**src/design/est_pkg.sv**
```systemverilog
package est_pkg;

    localparam int FACTOR_W  = 17;
    localparam int DIMS_W    = 2;
    localparam int FRAC_BITS = 16;
    localparam int N_LANES   = 3;
    localparam int Q_DEPTH   = 2;

    localparam logic [FACTOR_W-1:0] SHRINK_ONE   = 17'd65536;
    localparam logic [FACTOR_W-1:0] SHRINK_RESET = 17'd32768;
    localparam logic [DIMS_W-1:0]   DIMS_RESET   = 2'd3;
    localparam logic [DIMS_W-1:0]   DIMS_FLAT    = 2'd2;
    localparam logic [15:0]         ROUND_HALF   = 16'h8000;

    localparam logic CFG_SHRINK_FACTOR = 1'b0;
    localparam logic CFG_DIMENSIONS    = 1'b1;

    typedef enum logic [1:0] {
        ST_IDLE,
        ST_DIV,
        ST_RUN,
        ST_DRAIN
    } t_back_state;

    typedef struct packed {
        logic rel;
        logic bank;
    } t_bank_rel;

endpackage

```
**src/design/est_front.sv**
```systemverilog
module est_front #(
    parameter int MAX_VERTICES = 8,
    parameter int COORD_WIDTH  = 32,
    localparam int CNW = $clog2(MAX_VERTICES + 1),
    localparam int IW  = $clog2(MAX_VERTICES),
    localparam int AW  = $clog2(2 * MAX_VERTICES),
    localparam int SW  = COORD_WIDTH + $clog2(MAX_VERTICES),
    localparam int MW  = 3 * COORD_WIDTH + 1,
    localparam int DW  = 2 + CNW + 3 * SW
) (
    input  logic                          i_clk,
    input  logic                          i_rst_n,
    input  logic                          i_valid,
    output logic                          o_stall,
    input  logic signed [COORD_WIDTH-1:0] i_coord_x,
    input  logic signed [COORD_WIDTH-1:0] i_coord_y,
    input  logic signed [COORD_WIDTH-1:0] i_coord_z,
    input  logic                          i_vertex_valid,
    input  logic                          i_element_end,
    input  logic                          i_flat,
    output logic                          o_push,
    output logic [DW-1:0]                 o_desc,
    input  logic                          i_q_full,
    output logic                          o_wr_en,
    output logic [AW-1:0]                 o_wr_addr,
    output logic [MW-1:0]                 o_wr_data,
    input  est_pkg::t_bank_rel            i_rel
);
    import est_pkg::*;

    logic                   r_bank;
    logic [1:0]             r_busy;
    logic [1:0]             n_busy;
    logic [CNW-1:0]         r_cnt;
    logic                   r_ovf;
    logic signed [SW-1:0]   r_sum [N_LANES];
    logic signed [SW-1:0]   n_sum [N_LANES];
    logic [CNW-1:0]         n_cnt;
    logic                   n_ovf;
    logic                   w_accept;
    logic                   w_store;
    logic [COORD_WIDTH-1:0] w_coord [N_LANES];
    logic [AW-1:0]          w_idx;

    assign o_stall    = r_busy[r_bank] || i_q_full;
    assign w_accept   = i_valid && !o_stall;
    assign w_store    = w_accept && (r_cnt < CNW'(MAX_VERTICES));
    assign w_coord[0] = i_coord_x;
    assign w_coord[1] = i_coord_y;
    assign w_coord[2] = i_flat ? '0 : i_coord_z;
    assign w_idx      = AW'(r_cnt[IW-1:0]);

    always_comb begin
        for (int l = 0; l < N_LANES; l++) begin
            n_sum[l] = r_sum[l];
            if (w_store) begin
                n_sum[l] = r_sum[l]
                    + {{(SW - COORD_WIDTH){w_coord[l][COORD_WIDTH-1]}}, w_coord[l]};
            end
        end
    end

    always_comb begin
        n_busy = r_busy;
        if (i_rel.rel) begin
            n_busy[i_rel.bank] = 1'b0;
        end
        if (o_push) begin
            n_busy[r_bank] = 1'b1;
        end
    end

    assign n_cnt = r_cnt + CNW'(w_store);
    assign n_ovf = r_ovf || (w_accept && !w_store);

    assign o_push    = w_accept && i_element_end;
    assign o_desc    = {r_bank, n_ovf, n_cnt, n_sum[2], n_sum[1], n_sum[0]};
    assign o_wr_en   = w_store;
    assign o_wr_addr = r_bank ? AW'(MAX_VERTICES) + w_idx : w_idx;
    assign o_wr_data = {i_vertex_valid, w_coord[2], w_coord[1], w_coord[0]};

    always_ff @(posedge i_clk) begin
        if (!i_rst_n) begin
            r_bank <= 1'b0;
            r_busy <= '0;
            r_cnt  <= '0;
            r_ovf  <= 1'b0;
            for (int l = 0; l < N_LANES; l++) begin
                r_sum[l] <= '0;
            end
        end else begin
            r_busy <= n_busy;
            if (o_push) begin
                r_bank         <= !r_bank;
                r_cnt          <= '0;
                r_ovf          <= 1'b0;
                for (int l = 0; l < N_LANES; l++) begin
                    r_sum[l] <= '0;
                end
            end else if (w_accept) begin
                r_cnt <= n_cnt;
                r_ovf <= n_ovf;
                for (int l = 0; l < N_LANES; l++) begin
                    r_sum[l] <= n_sum[l];
                end
            end
        end
    end

endmodule

```
**config.mk**
```make
export PLATFORM = sky130hd
export DESIGN_NAME = est_front
export DESIGN_NICKNAME = d
export VERILOG_FILES = /design/src/design/est_pkg.sv /design/src/design/est_front.sv
export SDC_FILE = /design/constraint.sdc
export NUM_CORES = 1
export LEC_CHECK = 0
export ABC_AREA = 1
export BUFFER_PORTS_ARGS = -buffer_cell sky130_fd_sc_hd__buf_2
export CAP_MARGIN = 20
export CORE_UTILIZATION = 45
export CTS_BUF_LIST = sky130_fd_sc_hd__clkbuf_8 sky130_fd_sc_hd__clkbuf_16
export DETAILED_ROUTE_END_ITERATION = 12
export PLACE_DENSITY = 0.7
export SETUP_SLACK_MARGIN = 0.3
export SYNTH_ARGS = -nofsm -noshare
export SYNTH_HDL_FRONTEND = slang
export SYNTH_SLANG_ARGS = --single-unit
```
**constraint.sdc**
```tcl
create_clock -name i_clk -period 6.2 [get_ports i_clk]
set_input_delay 0.93 -clock i_clk [delete_from_list [all_inputs] [get_ports i_clk]]
set_output_delay 0.93 -clock i_clk [all_outputs]
set_load 0.01 [all_outputs]
```
# Word-level counts from Yosys, hierarchy flattened
# Memories as Yosys holds them, arrays and structs flattened.
# Index checks and enable logic that the tools add are counted.
# classes
bitwise_logic,10
reduce_logical,12
mux,27
add_sub_neg,5
n_lt_le_gt_ge,5
# op_table
cell,n
$mux 35,9
$add 35x35->35,3
$mux 32,1
$mux 1,12
$logic_and 1x1->1,6
$or 1x1->1,6
$add 4x1->4,1
$add 4x3->4 const A,1
$lt 1x2->1 const B,2
$lt 4x4->1 const B,1
$mux 2,2
$mux 4,1
$logic_not 1->1,3
$and 2x2->2,1
$demux 1 s1,2
$ge 1x1->1 const B,2
$logic_or 1x1->1,2
$not 2->2,1
$or 2x2->2,1
$reduce_or 2->1,1
$not 1->1,1
# word_totals
ram_bits,105
n_memories,1
output_inout_bits,215
reg_bits,8
# mem_list
name,depth,word_bits,read_ports,rd_clocked_by_memory_dff,write_ports,line,rtl
r_sum,3,35,3,0,3,est_front.sv:36,logic signed [SW-1:0] r_sum [N_LANES];

# Depth between registers and ports, before layout
# logic_depth
word_depth,11
depth_mapped,18
depth_no_buf,18

# Worst setup path before layout
# Ideal clock, no wire load.
# synth_timing
kind,input-to-reg
startpoint,input port i_q_full
endpoint,"memory r_sum[0][0] in the netlist's numbering, enable pin"
stages,3
n_path_buf,0
path_slack_ns,2.290
arrival_time_ns,3.443
cell_sequence,nor2_2 nand2_4 nand2_1
# synth_lines
element,line,rtl
from (decl),est_front.sv:23,"input logic i_q_full,"
to (decl),est_front.sv:36,

# Worst setup path after layout
# layout_timing
startpoint,input port i_flat
endpoint,output port o_desc[93]
# layout_via
elab_chain_cells,3
# layout_lines
element,line,rtl
from (decl),est_front.sv:20,"input logic i_flat,"
$mux 32,est_front.sv:50,assign w_coord[2] = i_flat ? '0 : i_coord_z;
$add 35x35->35,est_front.sv:58,"+ {{(SW - COORD_WIDTH){w_coord[l][COORD_WIDTH-1]}}, w_coord[l]};"
$mux 35,est_front.sv:56,if (w_store) begin
to (decl),est_front.sv:22,"output logic [DW-1:0] o_desc,"
# No other way between the ends.

==> results.sh <==
export IMPL_worst_path_max_fanout=31
export IMPL_vdd_ir_drop_max_v=0.000193
export IMPL_cts_made_buffers=17
export IMPL_powerDensity_mw_per_mm2=193
export IMPL_crit_path_end_kind="output pin"
export IMPL_period_minus_slack_ns=4.71
export IMPL_place_inst=2800
export IMPL_die_w_um=176
export IMPL_detail_route_wl_per_cell_um=14.5
export IMPL_cts_root_buffer="clkbuf_16"
export IMPL_port_buffers=317
export IMPL_combinationalPowerShare_pct=34.8
export IMPL_avgSynthCellArea_um2=6.19
export IMPL_fin_crit_sh_pct=76.0
export IMPL_die_y_um=176
export IMPL_placed_area_mm2=0.0149
export IMPL_route_detailed_drc=0
export IMPL_antenna_found_initial=0
export IMPL_fill_cells=3126
export IMPL_area_growth_pct=14.6
export IMPL_preCtsSetupSlack_ns=1.52
export IMPL_post_cts_setup_buffers=0
export IMPL_finalClockSkew_ns=0.00977
export IMPL_max_cap_violations=0
export IMPL_yosys_warnings=0
export IMPL_crit_path_frequent_cell="nand2_1"
export IMPL_ioPinCount=320
export IMPL_rows=63
export IMPL_worst_skew_pair_late_latency_ns=0.45
export IMPL_path_delay_family="simple AND/OR/NAND/NOR gates"
export IMPL_clk_pin_slew_ns=0.06
export IMPL_netlist_area_mm2=0.0136
export IMPL_cts_max_level=4
export IMPL_worstPathCellList="buf_2 -> inv_1 -> nand2_1 -> inv_1 -> ha_1 -> nand3_1 -> nand3_1 -> nand2_1 -> nand2_1 -> nand3_1 -> nand2_1 -> nand2_1 -> nand2_1 -> nand2_1 -> nand3_1 -> nand2_1 -> inv_1 -> buf_2"
export IMPL_vias=14100
export IMPL_wl_um=41200
export IMPL_drt_first_pass_iters=5
export IMPL_hp_class="flop to flop"
export IMPL_dp_hpwl_um=32900
export IMPL_final_core_util_pct=52.5
export IMPL_cts_resized=0
export IMPL_die_area_mm2=0.0309
export IMPL_grt_overflow_total=0
export IMPL_grt_pass1_wl_um=64900
export IMPL_synthCells=2195
export IMPL_cts_tree="built"
export IMPL_rsz0062_at_grt="no"
export IMPL_viasPerCell=4.97
export IMPL_slowest_delay_ns=0.48
export IMPL_switching_share_pct=36.4
export IMPL_drt_iter0_drc=978
export IMPL_cts_max_path_buffers=2
export IMPL_synth_seq_area_share_pct=24.4
export IMPL_first_global_vias=13000
export IMPL_setup_viol=0
export IMPL_synth_distinct_cells=34
export IMPL_critPathRequiredTime_ns=5.27
export IMPL_hold_violations=0
export IMPL_synth_seq_cells=113
export IMPL_globalplace_congestion=0.967
export IMPL_tightest_slew_ns=0.861
export IMPL_cts_hold_buf=0
export IMPL_worstSetupPathType="input pin to output pin"
export IMPL_p_seq_share_pct=30.2
export IMPL_initial_utilization_pct=45.8
export IMPL_cp_arrival_ns=3.78
export IMPL_grt_max_degree=79
export IMPL_status="complete, no violations"
export IMPL_crit_buf_inv=5
export IMPL_clock_power_share_pct=35.0
export IMPL_core_mm2=0.0296
export IMPL_grt_usage_pct=26.5
export IMPL_stdcell_area_mm2=0.0156
export IMPL_relSlewSlack_pct=42.6
export IMPL_layout_setup_ws_ns=1.49
export IMPL_p_int_mw=1.91
export IMPL_drive_gt1_share_pct=17.3
export IMPL_crit_slowest_cell="buf_2"
export IMPL_final_max_slew_viol_count=0
export IMPL_drtAntennaViolNets=0
export IMPL_p_leak_nw=9.05
export IMPL_cts_sinks=113
export IMPL_synth_nets=2407
export IMPL_num_nets_final=2642
export IMPL_setup_tns_ns=0
export IMPL_layoutNonFillerInstCount=2834
export IMPL_fmax_mhz=212
export IMPL_power_switching_mw=1.09
export IMPL_start_kind="input pin"
layout make-up:
| cell class | count | area [µm²] | share of cell area (%) |
|---|---|---|---|
| diodes | 1 | 2.50 | 0.0161 |
| clock buffers | 17 | 425 | 2.73 |
| clock inverters | 15 | 174 | 1.12 |
| inverters | 368 | 1380 | 8.87 |
| multi-input cells | 1607 | 8130 | 52.2 |
| flip-flops and latches | 113 | 3310 | 21.3 |
| well taps | 390 | 488 | 3.13 |
| repair buffers | 323 | 1650 | 10.6 |
metal layers:
| layer | up-vias | share of wire (%) | track usage [%] |
|---|---|---|---|
| li1 | 7310 | - | - |
| met1 | 6306 | 46 | 34.6 |
| met2 | 406 | 47 | 45.0 |
| met3 | 50 | 5.2 | 3.74 |
| met4 | 0 | 2.1 | 8.08 |
| met5 | - | 0 | 0 |
worst reg2reg max path: stages, from the launching register on:
cell     delay (ns)
dfxtp_1        0.40
inv_2          0.07
nand2_1        0.06
nand2_1        0.06
nor2_2         0.14
nand2_4        0.14
nor2_8         0.49
inv_2          0.37
buf_4          0.40
or2_2          0.40
o21ai_1        0.12
nor2_1         0.06
cells by family after synthesis:
family | count (synthesis) | share of synthesized area, %
adders and majority gates | 107 | 10.0
xor gates and xnor gates | 54 | 3.48
DFF | 113 | 24.4
buffers and inverters | 475 | 15.9
and+or+nand+nor | 1199 | 36.5
AOI/OAI and AO/OA | 247 | 9.73
flip-flops by register name, summed over array words and instances, names as in the netlist:
register	count
r_sum	105
r_cnt	4
r_busy	2
r_bank	1
r_ovf	1
synthesized netlist by cell type:
master,instances,area [µm²]
buf_2,4,20.0
xnor2_1,6,52.6
o21ai_1,6,30.0
inv_1,365,1370
or2_2,55,344
nand4_1,15,93.8
fa_1,3,60.1
ha_1,104,1300
nor2_8,1,20.0
clkbuf_1,12,45.0
nand2_1,708,2660
nand3_1,144,721
nand3b_1,3,22.5
buf_6,7,78.8
buf_4,84,631
edfxtp_1,105,3150
nor3_1,28,140
nand2_4,1,11.3
or2_1,1,6.26
nor2_1,232,871
o211ai_1,1,7.51
nand3_2,1,10.0
dfxtp_1,8,160
xor2_1,48,420
inv_2,3,11.3
o21ai_2,8,70.1
o21a_1,1,7.51
o21bai_1,15,113
a21oi_1,154,771
a21boi_0,5,37.5
nor2_2,1,6.26
or2_0,7,43.8
o21ai_0,57,285
and2_1,2,12.5
through the flow:
step | total power, mW | hold WS, ns
final | 3.00 | 0.479
after global routing | 3.18 | 0.522
after CTS | 3.02 | 0.474
after detailed placement | 1.95 | 0.461
after global placement | 1.95 | 0.438
after floorplan | 1.65 | 0.424
worst paths after layout:
check,depth (start not counted),startpoint,endpoint,slack [ns]
hold reg to reg,2,r_ovf,r_ovf,0.48
setup / recovery,18,i_flat,o_desc[93],1.49
hold / removal,2,r_ovf,r_ovf,0.48
setup reg to reg,11,r_bank,r_sum[0][4],3.23
power groups by stage:
stage	clock network (mW)	logic, mW	registers (mW)
after global routing	1.10	1.17	0.911
after detailed placement	0	1.03	0.922
after global placement	0	1.02	0.920
final	1.05	1.04	0.906
after CTS	1.07	1.04	0.907
after floorplan	0	0.736	0.917
layout by cell type, fill, tap and decap left out:
| cell type | n |
|---|---|
| o21bai_1 | 15 |
| inv_2 | 3 |
| nand3_4 | 1 |
| nand3_1 | 144 |
| o21ai_0 | 57 |
| inv_1 | 366 |
| edfxtp_1 | 105 |
| nand2_1 | 707 |
| a21oi_1 | 154 |
| or2_2 | 55 |
| nand4_1 | 15 |
| xnor2_1 | 6 |
| buf_2 | 317 |
| nor3_1 | 28 |
| fa_1 | 3 |
| nor2_2 | 1 |
| nor2_1 | 232 |
| bufinv_16 | 4 |
| clkbuf_16 | 17 |
| buf_16 | 1 |
| and2_1 | 2 |
| ha_1 | 104 |
| clkinv_1 | 2 |
| o21ai_1 | 6 |
| nand3b_1 | 3 |
| or2_0 | 7 |
| nand2_4 | 2 |
| diode_2 | 1 |
| o21ai_2 | 8 |
| clkinv_2 | 7 |
| o211ai_1 | 1 |
| nor2_8 | 1 |
| xor2_1 | 48 |
| clkinvlp_4 | 1 |
| o21a_1 | 1 |
| buf_4 | 5 |
| a21boi_0 | 5 |
| dfxtp_1 | 8 |
| or2_1 | 1 |
Power figures use the tool's default switching activity.
