## src/design/est_queue.sv

```systemverilog
module est_queue #(
    parameter int WIDTH = 8,
    parameter int DEPTH = 2,
    localparam int PW = (DEPTH > 1) ? $clog2(DEPTH) : 1,
    localparam int CW = $clog2(DEPTH + 1)
) (
    input  logic             i_clk,
    input  logic             i_rst_n,
    input  logic             i_push,
    input  logic [WIDTH-1:0] i_data,
    output logic             o_full,
    input  logic             i_pop,
    output logic [WIDTH-1:0] o_data,
    output logic             o_empty
);
    logic [WIDTH-1:0] r_mem [DEPTH];
    logic [PW-1:0]    r_wp;
    logic [PW-1:0]    r_rp;
    logic [CW-1:0]    r_cnt;
    logic             w_do_push;
    logic             w_do_pop;

    assign o_full    = (r_cnt == CW'(DEPTH));
    assign o_empty   = (r_cnt == '0);
    assign o_data    = r_mem[r_rp];
    assign w_do_push = i_push && !o_full;
    assign w_do_pop  = i_pop && !o_empty;

    always_ff @(posedge i_clk) begin
        if (w_do_push) begin
            r_mem[r_wp] <= i_data;
        end
    end

    always_ff @(posedge i_clk) begin
        if (!i_rst_n) begin
            r_wp  <= '0;
            r_rp  <= '0;
            r_cnt <= '0;
        end else begin
            if (w_do_push) begin
                r_wp <= (r_wp == PW'(DEPTH - 1)) ? '0 : r_wp + PW'(1);
            end
            if (w_do_pop) begin
                r_rp <= (r_rp == PW'(DEPTH - 1)) ? '0 : r_rp + PW'(1);
            end
            if (w_do_push && !w_do_pop) begin
                r_cnt <= r_cnt + CW'(1);
            end else if (!w_do_push && w_do_pop) begin
                r_cnt <= r_cnt - CW'(1);
            end
        end
    end

endmodule

```

## config.mk

```make
export PLATFORM = sky130hd
export DESIGN_NAME = est_queue
export DESIGN_NICKNAME = d
export VERILOG_FILES = /design/src/design/est_queue.sv
export SDC_FILE = /design/constraint.sdc
export NUM_CORES = 1
export LEC_CHECK = 0
export ABC_AREA = 0
export BUFFER_PORTS_ARGS = -buffer_cell sky130_fd_sc_hd__buf_2
export CORE_ASPECT_RATIO = 1.2
export CORE_MARGIN = 2
export CORE_UTILIZATION = 49
export CTS_BUF_LIST = sky130_fd_sc_hd__clkbuf_4 sky130_fd_sc_hd__clkbuf_8 sky130_fd_sc_hd__clkbuf_16
export CTS_CLUSTER_SIZE = 8
export DETAILED_ROUTE_END_ITERATION = 10
export PLACE_DENSITY = 0.75
export SLEW_MARGIN = 20
export SYNTH_ARGS = -nofsm -noshare
export SYNTH_HDL_FRONTEND = slang
export SYNTH_SLANG_ARGS = --single-unit
```

## constraint.sdc

```tcl
create_clock -name i_clk -period 2.2 [get_ports i_clk]
set_clock_uncertainty 0.1 [all_clocks]
set_input_delay 0.44 -clock i_clk [delete_from_list [all_inputs] [get_ports i_clk]]
set_output_delay 0.44 -clock i_clk [all_outputs]
set_load 0.005 [all_outputs]
```

Word level (Yosys, flattened, before mapping)
Memory sizes are Yosys's and may differ from the RTL's. A register that Yosys moved wholly into a read port is not among the register bits.
Cells that the tools add are included.
Widths: inputs -> output; s select.
{"block": "totals", "mem_count": 1, "in_bits": 12, "word_cells": 27, "mem_bits_rw": 16, "output_inout_bits": 10, "regBits": 4}
{"block": "op_classes", "n_eq_ne": 1, "add_sub_neg": 4, "mux": 8, "n_reduce_logical": 10}
{"memory": "r_mem", "words": 2, "word_bits": 8, "rd": 1, "rd_clocked_by_memory_dff": 1, "wr": 1, "line": "16", "source": "logic [WIDTH-1:0] r_mem [DEPTH];"}
{"cell": "$mux 1", "n": 6}
{"cell": "$logic_and 1x1->1", "n": 4}
{"cell": "$logic_not 1->1", "n": 4}
{"cell": "$mux 2", "n": 2}
{"cell": "$add 1x1->1 const B", "n": 2}
{"cell": "$add 2x1->2 const B", "n": 1}
{"cell": "$eq 2x2->1 const B", "n": 1}
{"cell": "$logic_not 2->1", "n": 1}
{"cell": "$reduce_bool 2->1", "n": 1}
{"cell": "$sub 2x1->2 const B", "n": 1}

Logic depth before layout (Yosys ltp)
Gate-level depths: netlist of the first run.
{"block": "logic_depth", "ltp_word": 7, "mapped_depth": 7, "mapped_depth_nobuf": 7}

Worst setup path before layout of the first run
Ideal clock, no wire load.
{"block": "synth_timing", "kind": "register to register", "startpoint": "register r_cnt[0]", "endpoint": "register r_cnt[1]", "synth_period_minus_slack_ns": 1.554, "arrival_ns": 1.384, "required_time_ns": 2.030, "path_stages_with_launch": 7, "slack_ns": 0.646, "setup_ns": 0.070, "cell_sequence": "dfxtp_1 > nand2b_1 > inv_2 > nor2_1 > ha_1 > or3_1 > a21boi_1"}
{"block": "synth_between", "elab_chain_cells": 6}
{"element": "start, declared", "line": "19", "source": "logic [CW-1:0] r_cnt;"}
{"element": "start signal, assigned", "line": "48", "source": "r_cnt <= r_cnt + CW'(1);"}
{"element": "start signal, assigned", "line": "50", "source": "r_cnt <= r_cnt - CW'(1);"}
{"element": "$eq 2x2->1 (*)", "line": "23", "source": "assign o_full = (r_cnt == CW'(DEPTH));"}
{"element": "net o_full", "line": "11", "source": "output logic o_full,"}
{"element": "$logic_not 1->1 (*)", "line": "26", "source": "assign w_do_push = i_push && !o_full;"}
{"element": "$logic_and 1x1->1 (*)", "line": "26"}
{"element": "$logic_not 1->1", "line": "49", "source": "end else if (!w_do_push && w_do_pop) begin"}
{"element": "$logic_and 1x1->1", "line": "49"}
{"element": "$reduce_bool 2->1 (no line)"}
Mark *: on every way through the listed nets, which the timed path passes. The rest lies on a longest branch. The select of a mux whose other input is x is not followed.
A chain may end at the register's enable or synchronous reset.

==> impl_results.md, run 1 <==
* Final Hold Vio Count at 0
* Post-Syn Instances at 50
* Hold Slack at between 0.2 and 0.25 ns
* Maximum VDD drop at just under 0.0006 V
* WL final at 1174 µm
* Hold_buf cts at 0
* CTS Buffer Depth at 2
* CTS root buf: clkbuf_4
* # IOs at 22
* Power per standard cell area at between 1000 and 1500 nW/µm²
* TritonCTS Buffers at 3
* Synth unique cells at 20
* Drt pass-1 iters at 2
* Total number of vias at roughly 470
* Initial antenna violation count at 0
* Setup_tns at 0 ns
* Gpl congestion at 0.6681
* Setup bufs post-CTS at 0
* Worst Tran Pin Value at roughly 0.39 ns
* H-tree levels at 1
* Initial DRC count at 3
* Grt ovf at 0
* CTS Sinks at 21
* Die height at a little under 50 µm
* Fin util at between 60 and 70%
* Critical path peak fanout at 8
* RSZ-0062 raised after global routing: no
* Syn avg cell area at 16.19 µm²
* Synth area leader: edfxtp_1
* Area occupied by multi-input gates at 216.5 µm²
* Area contributors post-synth: edfxtp_1 (59%), dfxtp_1 (12%), mux2_2 (11%)
* Antenna viol nets, final at 0
* Core area at between 1500 and 2000 µm²
* GRT Util Overall at between 10% and 20%
* DRC Markers at 0
* Largest net degree at the start of global routing at 12
* Post-Syn Area at about 810 µm²
* Fin crit share at between 80 and 90%
* Sequential element share of the synthesized area at a little under three quarters
* Synth Net Count at 63
* Synth top area share at 59.35%
* Critical path class: reg -> out
* Yosys Warn Count at 0
* Layout cells sized above 1 at around 48%
* Clock-pin slew on the worst setup and hold paths at around 0.10 ns
* Die footprint at 1995 µm²
* Setup Viol. Count Final at 0
* WL/cell at around 13 µm
* MaxCap Viol Count at 0
* Post_cts resized at 0
* Final Critical Period at between 1.5 and 2 ns
* Layout Area Growth over Synthesis at 19.78%
* I/O Buffers at 21
* Setup crit end kind: output pin
* Skew-Pair Late Insertion Delay at about 0.29 ns
* Setup WS pre-CTS at 0.5335 ns
* CTS tree: done
* F_max at 531.0 MHz
* FF/Latch Area at a little under 600 µm²
* Chip width at 41.11 µm
* Vias per inst at approximately 5.0
* Max transition margin at around three quarters
* Startpoint types: register
* N_diodes at 0
* Crit path arrival time at between 1 and 1.5 ns
* Slew Limit Fails at 0
* Filler Cells Inserted at roughly 140
* Final Total Pwr at around 0.0010 W
* Synthesized flop and latch total at 21
* First-pass GRT wire length at roughly 1900 µm
* Final nets at between 80 and 90
* Core Rows at 16
* Lkg Pwr at just under 0.4 nW
* PnR worst setup slack at around 0.32 ns
* Number of global-route vias before repair at 452
* Outcome: complete, no violations
* Path category of the worst min-delay check: in -> reg
* Initial core utilization at between 50% and 60%
* Worst EP required at 1.66 ns
[placed cells by master (no fill, tap or decap), drive strengths merged, types with 2 or more instances in the layout]
cell and instances:
a21boi 2, buf 22, o21ai 2, clkbuf 4, xnor2 2, mux2 8, inv 2, dfxtp 5
and2 3, nor2 2, edfxtp 16
[Yosys cell counts (all sizes together)]
master and number:
a21boi 2, and2 3, and3 1, buf 1, dfxtp 5, edfxtp 16
ha 1, inv 2, mux2 8, nand2b 1, nor2 2, nor3 1
o21a 1, o21ai 2, or3 1, xnor2 2, xor2 1
[final timing paths]
kind                                       startpoint                    end  slack (ns)  depth (start not counted)
worst max register to register  r_cnt[0]$_SDFFE_PN0P_  r_cnt[1]$_SDFFE_PN0P_        0.51                          6
worst min-delay path                        i_data[6]  r_mem[1][6]$_DFFE_PP_        0.23                          1
worst min register to register  r_cnt[1]$_SDFFE_PN0P_  r_cnt[1]$_SDFFE_PN0P_        0.45                          2
worst max-delay path                         register              o_data[4]        0.32                          2
[report_power, final]
part	switching (W)	leakage [nW]	internal (W)
clock	0.000102	0.0184	0.0000828
sequential	0.0000534	0.191	0.000506
combinational	0.000130	0.178	0.000176
total	0.000285	0.387	0.000765
[flip-flops by register name, summed over array words and instances (netlist names), named ones only]
register,count
r_wp,1
r_mem,16
r_rp,1
r_cnt,2
[cells by family after synthesis]
logic type | synth area share (%)
AOI/OAI and AO/OA | 4.018
xor gates and xnor gates | 3.246
adders and majority gates | 1.545
buffers and inverters | 1.544
DFF | 71.72
muxes | 11.13
and+or+nand+nor | 6.803
[per-layer routing]
layer / GRT usage [%] / vias up / wire, µm
met1: 18.15 / 216 / 500
met2: 21.61 / 14 / 578
li1: - / 234 / -
met4: 9.677 / 0 / 14
met3: 3.670 / 2 / 80
met5: 0 / - / 0
[critical path, stage by stage (launching register included)]
cell     delay, ns
dfxtp_1       0.54
mux2_2        0.38
buf_2         0.13
[layout make-up]
cell class / count / share of cell area, %
timing repair buffer: 22 / 11.61
tap: 18 / 2.323
inverter: 2 / 0.7742
sequential: 21 / 59.87
multi-input combinational: 26 / 22.32
clock buffer: 4 / 3.097
[stage by stage]
step	cell area, µm²	instances
finish	969.7	93
detailed placement	939.7	89
CTS	969.7	93
global route	969.7	93
global placement	939.7	89
floorplan	809.5	50
Power figures use the tool's default switching activity.
==> inputs of run 2 (changes only) <==
--- a/config.mk
+++ b/config.mk
@@ -9,10 +9,9 @@
 export BUFFER_PORTS_ARGS = -buffer_cell sky130_fd_sc_hd__buf_2
 export CORE_ASPECT_RATIO = 1.2
-export CORE_MARGIN = 2
-export CORE_UTILIZATION = 49
-export CTS_BUF_LIST = sky130_fd_sc_hd__clkbuf_4 sky130_fd_sc_hd__clkbuf_8 sky130_fd_sc_hd__clkbuf_16
+export CORE_UTILIZATION = 52
+export CTS_BUF_LIST = sky130_fd_sc_hd__clkbuf_4 sky130_fd_sc_hd__clkbuf_8
 export CTS_CLUSTER_SIZE = 8
 export DETAILED_ROUTE_END_ITERATION = 10
-export PLACE_DENSITY = 0.75
+export PLACE_DENSITY = 0.79
 export SLEW_MARGIN = 20
 export SYNTH_ARGS = -nofsm -noshare
==> constraint.sdc (replaced) <==
create_clock -name i_clk -period 2.2 [get_ports i_clk]
set_clock_uncertainty 0.1 [all_clocks]
set_input_delay 0.11 -clock i_clk [delete_from_list [all_inputs] [get_ports i_clk]]
set_output_delay 0.11 -clock i_clk [all_outputs]
set_load 0.005 [all_outputs]
==> impl_results.md, run 2 (same netlist as run 1, synthesis figures left out) <==
* Gpl congestion at 0.6609
* FF/Latch Area at ~580 µm²
* Power per standard cell area at slightly above 1000 nW/µm²
* Worst Tran Pin Value at 0.3770 ns
* Layout Area Growth over Synthesis at 30.76%
* WL final at between 1000 and 1500 µm
* Setup bufs post-CTS at 0
* Worst EP required at around 2.3 ns
* Final instance area at roughly 1100 µm²
* Skew-Pair Late Insertion Delay at 0.30 ns
* Initial antenna violation count at 0
* GRT Util Overall at between 20% and 30%
* RSZ-0062 raised after global routing: no
* Critical path peak fanout at 5
* Most frequent cells in the layout: buf_2 (21), edfxtp_1 (16), dlygate4sd3_1 (9)
* Hold_buf cts at 9
* Final Critical Period at 1.718 ns
* Clock-pin slew on the worst setup and hold paths at roughly 0.11 ns
* Chip width at between 30 and 40 µm
* Initial DRC count at 2
* Maximum VDD drop at 0.0006111 V
* I/O Buffers at 21
* Setup_tns at 0 ns
* Grt ovf at 0
* Setup Viol. Count Final at 0
* WL/cell at 14.26 µm
* CTS tree: done
* Fin util at between 70 and 80%
* MaxCap Viol Count at 0
* Leading cell type in the layout, fill and taps excluded: buf_2
* Biggest regs: r_mem (16), r_cnt (2)
* Final Hold Vio Count at 0
* Slew Limit Fails at 0
* Area occupied by multi-input gates at between 200 and 250 µm²
* CTS Sinks at 21
* Post_cts resized at 0
* Max transition margin at between 70 and 80%
* Startpoint types: register
* Antenna viol nets, final at 0
* CTS Buffer Depth at 2
* Filler Cells Inserted at 98
* Largest net degree at the start of global routing at 12
* Critical path class: reg -> reg
* Layout cells sized above 1 at 42.86%
* Vias per inst at ~5
* Lkg Pwr at 0.4250 nW
* N_diodes at 0
* Top reg by flops: r_mem
* Number of global-route vias before repair at 539
* Final nets at a little under 100
* Core Rows at 15
* First-pass GRT wire length at 2283 µm
* PnR worst setup slack at 0.4821 ns
* Total number of vias at around 500
* Max reg flops at 16
* Setup crit end kind: register
* DP Area at 938.4 µm²
* Core area at approximately 1400 µm²
* DRC Markers at 0
* Setup WS pre-CTS at approximately 0.52 ns
* Crit path arrival time at ~1.9 ns
* CTS root buf: clkbuf_4
* Die footprint at between 1500 and 2000 µm²
* H-tree levels at 1
* Initial core utilization at 56.02%
* Fin crit share at 78.09%
* # IOs at 22
* Die height at roughly 45 µm
* F_max at just under 600 MHz
* TritonCTS Buffers at 3
* Path category of the worst min-delay check: in -> reg
* Drt pass-1 iters at 3
* Outcome: complete, no violations
run 2: layout make-up:
class	instances	share of cell area, %
Clock buffer	4	2.837
Inverter	2	0.7092
Multi-Input combinational cell	26	20.45
Sequential cell	21	54.85
Tap cell	17	2.009
Timing Repair Buffer	31	19.15
run 2: power breakdown:
group,internal (W),switching [W],total [W]
Sequential,0.000506,0.0000530,0.000559
Clock,0.0000829,0.000109,0.000191
Combinational,0.000187,0.000137,0.000324
run 2: through the flow:
stage	total power (W)	cells	hold slack, ns
floorplan	0.0007643	50	0.1089
global placement	0.0008668	88	0.1979
detailed placement	0.0008808	88	0.2039
CTS	0.001076	101	0.07595
global route	0.001141	101	0.08645
finish	0.001074	101	0.06621
run 2: worst max-delay path, stage by stage (launching register included):
cell,delay [ns]
dfxtp_1,0.42
nand2b_1,0.18
inv_2,0.06
nor2_1,0.11
ha_1,0.27
or3_1,0.35
a21boi_1,0.16
run 2: path summary, 6_finish.rpt:
kind	startpoint	endpoint	slack, ns	cells after the start
setup / recovery	r_cnt[0]$_SDFFE_PN0P_	r_cnt[1]$_SDFFE_PN0P_	0.48	6
hold / removal	i_push	r_wp$_SDFFE_PN0N_	0.07	3
setup reg to reg	r_cnt[0]$_SDFFE_PN0P_	r_cnt[1]$_SDFFE_PN0P_	0.48	6
hold reg to reg	r_cnt[1]$_SDFFE_PN0P_	r_cnt[1]$_SDFFE_PN0P_	0.45	2
run 2: per-layer routing:
layer | track usage (%) | up-vias | wire length, µm
met2 | 38.31 | 13 | 831
met5 | 0 | - | 0
met3 | 4.433 | 2 | 40
met1 | 20.27 | 231 | 555
met4 | 10.71 | 0 | 12
li1 | - | 248 | -
==> inputs of run 3 (changes only) <==
- ABC_AREA: 0 -> 1
- CORE_UTILIZATION: 52 -> 47
- PLACE_DENSITY: 0.79 -> 0.75
- clock period: 2.2 -> 1.5 ns (I/O delays scaled with it)
==> impl_results.md, run 3 <==
* Outcome: complete, no violations
* Top reg by flops: r_mem
* Chip width at just over 40 µm
* Final Hold Vio Count at 0
* Number of global-route vias before repair at between 600 and 700
* Setup Viol. Count Final at 0
* Layout Area Growth over Synthesis at 38.75%
* # IOs at 22
* F_max at approximately 700 MHz
* Hold Startpoint: i_push
* Largest net degree at the start of global routing at 12
* Final nets at approximately 120
* Crit-path cells: mux2_2 -> buf_2
* CTS Sinks at 21
* WL final at approximately 1600 µm
* Crit path buffers/inverters at 1
* Die footprint at 1924 µm²
* Max transition margin at about 87%
* First-pass GRT wire length at 2352 µm
* DRC Markers at 0
* PnR worst setup slack at 0.07723 ns
* N_diodes at 0
* Max incr delay on CP at around 0.46 ns
* Gpl congestion at 0.7406
* Most used DFF post-synth: edfxtp_1
* Area occupied by multi-input gates at ~230 µm²
* Core Rows at 16
* Sequential element share of the synthesized area at 70.52%
* Max reg flops at 16
* Worst Tran Pin Value at approximately 0.2 ns
* Post-synth EDFFs at 16
* Leading cell type in the layout, fill and taps excluded: buf_2
* Drt pass-1 iters at 3
* CTS root buf: clkbuf_4
* Fin crit share at 94.85%
* CP top delay family: flip-flops
* CTS tree: done
* Syn avg cell area at about 13 µm²
* Synthesized flop and latch total at 21
* Commonest cells in the synthesized netlist: edfxtp_1 (16), nor2_1 (10), inv_1 (8), mux2_2 (8), nand2_1 (6)
* Top-count cell post-synth: edfxtp_1
* Post-Syn Instances at 63
* MaxCap Viol Count at 0
* Critical path class: reg -> out
* Clock-pin slew on the worst setup and hold paths at 0.11 ns
* Synth unique cells at 15
* Antenna viol nets, final at 0
* Path category of the worst min-delay check: in -> reg
* Initial antenna violation count at 0
* Vias per inst at roughly 4.9
* Setup WS pre-CTS at -0.08157 ns
* I/O Buffers at 21
* Synth area leader: edfxtp_1
* Post-DP HPWL at 1123 µm
* CTS Buffer Depth at 2
* H-tree levels at 1
* Worst EP required at around 1.3 ns
* Ys async rst share at 0%
* Critical path peak fanout at 8
* Lkg Pwr at approximately 0.48 nW
* Most frequent cells in the layout: buf_2 (21), edfxtp_1 (16), nor2_1 (9), dlygate4sd3_1 (9), mux2_2 (8)
* Yosys Warn Count at 0
* Synth top area share at 58.36%
* Core area at around 1600 µm²
* Power per standard cell area at ~1500 nW/µm²
* FF/Latch Area at 586.8 µm²
* Initial DRC count at 5
* Grt ovf at 0
* Startpoint types: register
* Skew-Pair Late Insertion Delay at around 0.30 ns
* Layout cells sized above 1 at just under 50%
* TritonCTS Buffers at 3
* Area contributors post-synth: edfxtp_1 (58%), dfxtp_1 (12%), mux2_2 (11%)
* Reg2reg start: r_cnt[1]$_SDFFE_PN0P_
* Initial core utilization at roughly half
* GRT Util Overall at between 15 and 20%
* Crit path arrival time at 1.25 ns
* Final Critical Period at 1.423 ns
* Slew Limit Fails at 0
* Post-Syn Area at about 820 µm²
* Total number of vias at about 590
* CP max-delay cell: dfxtp_2
* WL/cell at between 10 and 15 µm
* Filler Cells Inserted at about 130
* Biggest regs: r_mem (16), r_cnt (2)
* Synth Net Count at 76
* Setup crit end kind: output pin
* Die height at between 40 and 50 µm
* Setup_tns at 0 ns
* Maximum VDD drop at slightly below 0.001 V
[run 3: cell types whose count changed in the layout (fill, tap and decap cells not counted), moves of 3 or more]
| cell | previous run | this run |
|---|---|---|
| inv_1 | 1 | 5 |
| dfxtp_1 | 5 | 2 |
| buf_4 | 1 | 6 |
| nor2_1 | 2 | 9 |
| nand2_1 | 0 | 6 |
| and2_1 | 3 | 0 |
[run 3: cells by family (layout without fill, tap and decap cells)]
kind of cell    Yosys count  in the layout  share of synthesized area, %
compound gates            4              4                         2.887
fa+ha+maj                 1              1                         1.520
buf+inv                  10             49                         4.710
flops                    21             21                         70.52
mux                       8              8                         10.94
simple gates             19             19                         9.423
[run 3: worst reg2reg max path: stages, from the launching register on]
cell,delay [ns]
dfxtp_2,0.39
inv_4,0.06
o21ai_4,0.17
inv_2,0.08
ha_4,0.28
inv_2,0.04
nand3_1,0.07
nand2_1,0.06
inv_1,0.05
nor2_1,0.03
[run 3: stage by stage]
| stage | util, % | cell area, µm² | power [W] | cells | hold WS (ns) |
|---|---|---|---|---|---|
| finish | 69.59 | 1142 | 0.001714 | 120 | 0.05472 |
| global route | 69.59 | 1142 | 0.001822 | 120 | 0.06818 |
| CTS | 67.00 | 1100 | 0.001623 | 117 | 0.06457 |
| detailed placement | 58.99 | 968.4 | 0.001309 | 104 | 0.1684 |
| global placement | 58.99 | 968.4 | 0.001265 | 104 | 0.1630 |
| floorplan | - | 823.3 | 0.001106 | 63 | 0.07387 |
[run 3: worst paths after layout]
| check | slack [ns] | endpoint | depth (start not counted) |
|---|---|---|---|
| setup / recovery | 0.08 | o_data[1] | 2 |
| hold / removal | 0.05 | r_wp$_SDFFE_PN0N_ | 4 |
| setup reg to reg | 0.09 | r_cnt[1]$_SDFFE_PN0P_ | 9 |
| hold reg to reg | 0.42 | register | 2 |
[run 3: report_power, final]
group / internal (W) / switching, W
combinational: 0.000304 / 0.000284
clock: 0.000122 / 0.000163
sequential: 0.000754 / 0.0000869
[run 3: routing by layer]
metal	vias to the layer above	global-route usage (%)	wire length (µm)
met2	16	35.81	941
met5	-	0	0
met4	0	8.667	29
met3	2	2.791	43
met1	272	18.96	614
li1	295	-	-
[run 3: what timing repair did]
item                                    in CTS  in global routing
hold buffers                                 9                  0
resized for setup                            4                  7
pin swaps                                    0                  2
buffers inserted                             0                  3
endpoints found under the setup margin      10                  2
endpoints found under the hold margin       21                  0
[run 3: area by class of cell]
cell class              instances  area share [%]
clock buffers                   4           2.629
repair buffers                 36           21.03
inverters                       9           3.176
flip-flops and latches         21           51.37
well taps                      18           1.972
multi-input cells              32           19.82
